## config.mk

```make
export PLATFORM = sky130hd
export DESIGN_NAME = rlmt_node_ram
export DESIGN_NICKNAME = d
export VERILOG_FILES = /design/src/rtl/assert_macros.svh /design/src/rtl/rlmt_node_ram.sv
export SDC_FILE = /design/constraint.sdc
export NUM_CORES = 1
export LEC_CHECK = 0
export ABC_AREA = 1
export BUFFER_PORTS_ARGS = -buffer_cell sky130_fd_sc_hd__buf_2
export CAP_MARGIN = 10
export CORE_MARGIN = 5
export CORE_UTILIZATION = 45
export DETAILED_ROUTE_END_ITERATION = 8
export HOLD_SLACK_MARGIN = 0.1
export PLACE_DENSITY = 0.67
export SLEW_MARGIN = 10
export SYNTH_ARGS = -nofsm -noshare
export SYNTH_HDL_FRONTEND = slang
export SYNTH_SLANG_ARGS = --single-unit
```

## constraint.sdc

```tcl
create_clock -name aclk -period 1.45 [get_ports aclk]
set_clock_uncertainty 0.1 [all_clocks]
set_input_delay 0.145 -clock aclk [delete_from_list [all_inputs] [get_ports aclk]]
set_output_delay 0.145 -clock aclk [all_outputs]
set_load 0.01 [all_outputs]
```

## src/rtl/assert_macros.svh

```systemverilog
// Assertion helpers used by the tree unit RTL.
`ifndef ASSERT_MACROS_SVH
`define ASSERT_MACROS_SVH

// Checked on every rising edge, including during reset.
`define RLMT_ASSERT(lbl, clk, prop) \
    lbl: assert property (@(posedge clk) prop) else $error("assertion failed");

// Checked on rising edges while the active-low reset is released.
`define RLMT_ASSERT_RST(lbl, clk, rstn, prop) \
    lbl: assert property (@(posedge clk) disable iff (!rstn) prop) \
        else $error("assertion failed");

`endif

```

## src/rtl/rlmt_node_ram.sv

```systemverilog
`timescale 1ns / 1ps
// ----------------------------------------------------------------------------
// rlmt_node_ram
// Simple dual-port synchronous RAM with one write and one registered read.
// ----------------------------------------------------------------------------
module rlmt_node_ram #(
    parameter int DATA_W = 8,
    parameter int ADDR_W = 4
) (
    input  logic              aclk,
    input  logic              wr_en,
    input  logic [ADDR_W-1:0] wr_addr,
    input  logic [DATA_W-1:0] wr_data,
    input  logic [ADDR_W-1:0] rd_addr,
    output logic [DATA_W-1:0] rd_data
);

    logic [DATA_W-1:0] mem [2**ADDR_W];

    always_ff @(posedge aclk) begin
        if (wr_en) begin
            mem[wr_addr] <= wr_data;
        end
        rd_data <= mem[rd_addr];
    end

endmodule

```

==> results.md <==
| Metric | Value |
| --- | --- |
| Async set-or-reset flop fraction in the synthesized netlist | 0% |
| Number of buffers inserted by port buffering | 25 |
| Count of flip-flops with a built-in enable after synthesis | 128 |
| Min-Delay Endpoint | rd_data[2] |
| Endpoints failing hold | 0 |
| Final Instance Area | 6860 µm² |
| Leakage power of the design | 0.00298 µW |
| Worst ir drop on vdd | 0.679 mV |
| Sum of routed wire segments on met1 | 5510 µm |
| Worst EP arrival | 0.94 ns |
| Via count | 3847 |
| Number of warning messages in the yosys log | 0 |
| First-pass GRT wire length | 20300 µm |
| Cts bufs inserted | 17 |
| Primary FF master, synth | sky130_fd_sc_hd__edfxtp_1 |
| Die Area | 15200 µm² |
| Hold Path Stages | 6 |
| Total Power Consumption | 9250 µW |
| Pre-CTS worst setup slack | 0.107 ns |
| Clock transition at path regs | 0.05 ns |
| Worst min-delay path category | primary input to flip-flop |
| Measured slew at the worst slew-check pin | 0.384 ns |
| Reg2reg setup slack | 0.33 ns |
| Wirelength, routed | 12600 µm |
| Share of the synthesized area in the top cell type | 66.7% |
| Remaining max-slew budget at the tightest pin | 74.4% |
| Cell at the root of the clock tree | sky130_fd_sc_hd__clkbuf_16 |
| Effective utilization at floorplan | 45.9% |
| Unrepaired setup endpoints after global routing | false |
| Cts repair resizes | 0 |
| Maximum number of pins on one net before global-route repair | 33 |
| Maximum fanout count along the critical path | 1 |
| Maximum clock rate | 842 MHz |
| Hold WS | 0.203 ns |
| Number of antenna repair diodes | 0 |
| Mean instance size in the synthesized netlist | 10.5 µm² |
| Highest metal used | met4 |
| Result of the run | completed |
| Gpl congestion | 0.796 |
| Sinks on the clock net | 136 |
| Critical path class | flip-flop to output pin |
| Crit path time final | 1.19 ns |
| Setup TNS | 0 ns |
| Area of the core region | 12600 µm² |
| Nets@finish | 625 |
| Total global routing overflow | 0 |
| Synth cell count leaders | 173 x sky130_fd_sc_hd__nand2_1, 128 x sky130_fd_sc_hd__edfxtp_1, 100 x sky130_fd_sc_hd__inv_1, 97 x sky130_fd_sc_hd__nand3_1, 17 x sky130_fd_sc_hd__nor2_1 |
| Buffer depth of the longest clock path | 2 |
| Routed Antenna Nets | 0 |
| Power Dens Cells | 1350 nW/µm² |
| Post-synthesis instance area | 5770 µm² |
| Cells after synthesis | 551 |
| Total iterations of the first detailed-routing run | 5 |
| Proportion of layout cells with a drive suffix above 1 | 13.2% |
| Routed length on met3 | 696 µm |
| Number of standard-cell rows in the floorplan | 41 |
| Overall global routing resource usage | 18.2% |
| Critical path's largest stage delay | 0.38 ns |
| Cell types occupying the most area after synthesis | sky130_fd_sc_hd__edfxtp_1 67%, sky130_fd_sc_hd__nand2_1 11%, sky130_fd_sc_hd__nand3_1 8.4% |
| Detailed-route DRC error count | 0 |
| DP Wirelength | 7950 µm |
| Final period util | 81.9% |
| Initial detailed-routing violation count | 326 |
| Final setup violation count | 0 |
| Clock latency on the worst-skew pair | 0.42 ns |
| Ports | 26 |
| Crit-path leading delay family | flip-flops |
| Number of levels the H-tree was split into | 4 |
| Kind of capture point of the worst setup path | output pin |
| Area added between synthesis and finish | 19.0% |
| Number of antenna violations at the first check in global routing | 0 |
| Cell-by-cell trace of the critical path | buf_2 |
| Worst R2R End | rd_data[3] |
| Number of global-route vias before repair | 3782 |
| Top-count cell post-synth | sky130_fd_sc_hd__nand2_1 |
| Placed inst area | 6180 µm² |
| Die Y | 123 µm |
| Count of buffering cells on the critical path with inverters included | 1 |
| Post-synthesis net count | 569 |
| Max Cap Viol | 0 |
| Via/cell ratio | 4.86 |
| Fin worst setup slack | 0.262 ns |
| Cell type of the slowest stage on the worst timing path | sky130_fd_sc_hd__dfxtp_1 |
| Depth of the worst register-to-register path | 6 |
| Register area share after synthesis | 69.4% |
| Cell type contributing the most total cell area after synthesis | sky130_fd_sc_hd__edfxtp_1 |
| Start of the worst register-to-register path | mem[5][3] |
| Source of the worst hold timing path | rd_addr[2] |
| Crit path required time | 1.21 ns |
| Element type at the critical path start | flip-flop |
| Average wire per standard cell | 15.9 µm |
| Final max-slew violation count | 0 |
| Number of different library cells in the post-synthesis netlist | 12 |
| Clock tree from TritonCTS | done |
| Routed length on met2 | 6110 µm |
| Horizontal extent of the die | 123 µm |
| Flop and latch count out of synthesis | 136 |
what timing repair did:
item | 4_1_cts | 5_1_grt
hold endpoints to repair | 134 | 0
setup buffers | 0 | 0
hold buffers | 9 | 0
power breakdown:
part / switching, µW / internal [µW]
registers: 27.9 / 4400
clock network: 1560 / 2690
logic: 383 / 191
total: 1970 / 7280
state kept, by name (all words and copies together) (netlist names):
register and count:
mem 128, rd_data 8
through the flow:
step,utilization (%),instances
6_report,54.6,792
5_1_grt,54.6,792
4_1_cts,54.6,792
3_5_place_dp,49.2,751
3_3_place_gp,49.2,751
2_1_floorplan,-,551
how the worst max path moves through the flow:
stage,to,cells past startpoint,startpoint,slack (ns)
after floorplan,mem[10][0],2,wr_addr[2],0.25
after global placement,rd_data[4],7,rd_addr[0],0.14
after detailed placement,rd_data[4],7,rd_addr[0],0.11
after CTS,rd_data[7],1,rd_data[7],0.24
after global routing,rd_data[7],1,rd_data[7],0.23
final,rd_data[7],1,rd_data[7],0.26
kinds of logic (layout without fill, tap and decap cells):
| kind of cell | Yosys count | count (layout) | share of synthesized area [%] |
|---|---|---|---|
| and+or+nand+nor | 289 | 289 | 21.0 |
| DFF | 136 | 136 | 69.4 |
| buffers and inverters | 126 | 195 | 9.52 |
per-layer routing:
layer,GRT usage (%),up-vias
li1,-,1888
met1,23.7,1816
met2,28.7,125
met3,4.89,18
met4,7.75,0
met5,0,-
area by class of cell:
| type | count | area [µm²] |
|---|---|---|
| clock buffer | 20 | 437 |
| clock inverter | 12 | 153 |
| fill | 1083 | 5710 |
| inverter | 102 | 383 |
| multi-input combinational | 289 | 1210 |
| sequential | 136 | 4000 |
| tap | 172 | 215 |
| timing repair buffer | 61 | 455 |
placed cells by master, fill, tap and decap left out:
cell type,Yosys,layout
sky130_fd_sc_hd__buf_12,0,3
sky130_fd_sc_hd__clkinv_1,0,1
sky130_fd_sc_hd__nand3_1,97,97
sky130_fd_sc_hd__buf_4,4,24
sky130_fd_sc_hd__bufinv_16,0,3
sky130_fd_sc_hd__nand3b_1,2,2
sky130_fd_sc_hd__nor2_1,17,17
sky130_fd_sc_hd__clkinv_2,0,2
sky130_fd_sc_hd__clkbuf_1,0,3
sky130_fd_sc_hd__clkbuf_16,0,17
sky130_fd_sc_hd__nand2_1,173,173
sky130_fd_sc_hd__clkinv_4,0,3
sky130_fd_sc_hd__clkinvlp_4,0,3
sky130_fd_sc_hd__dfxtp_1,8,8
sky130_fd_sc_hd__inv_1,100,100
sky130_fd_sc_hd__dlygate4sd3_1,0,9
sky130_fd_sc_hd__edfxtp_1,128,128
sky130_fd_sc_hd__buf_2,13,25
sky130_fd_sc_hd__inv_2,2,2
No activity file was read; power rests on OpenSTA's default activity.
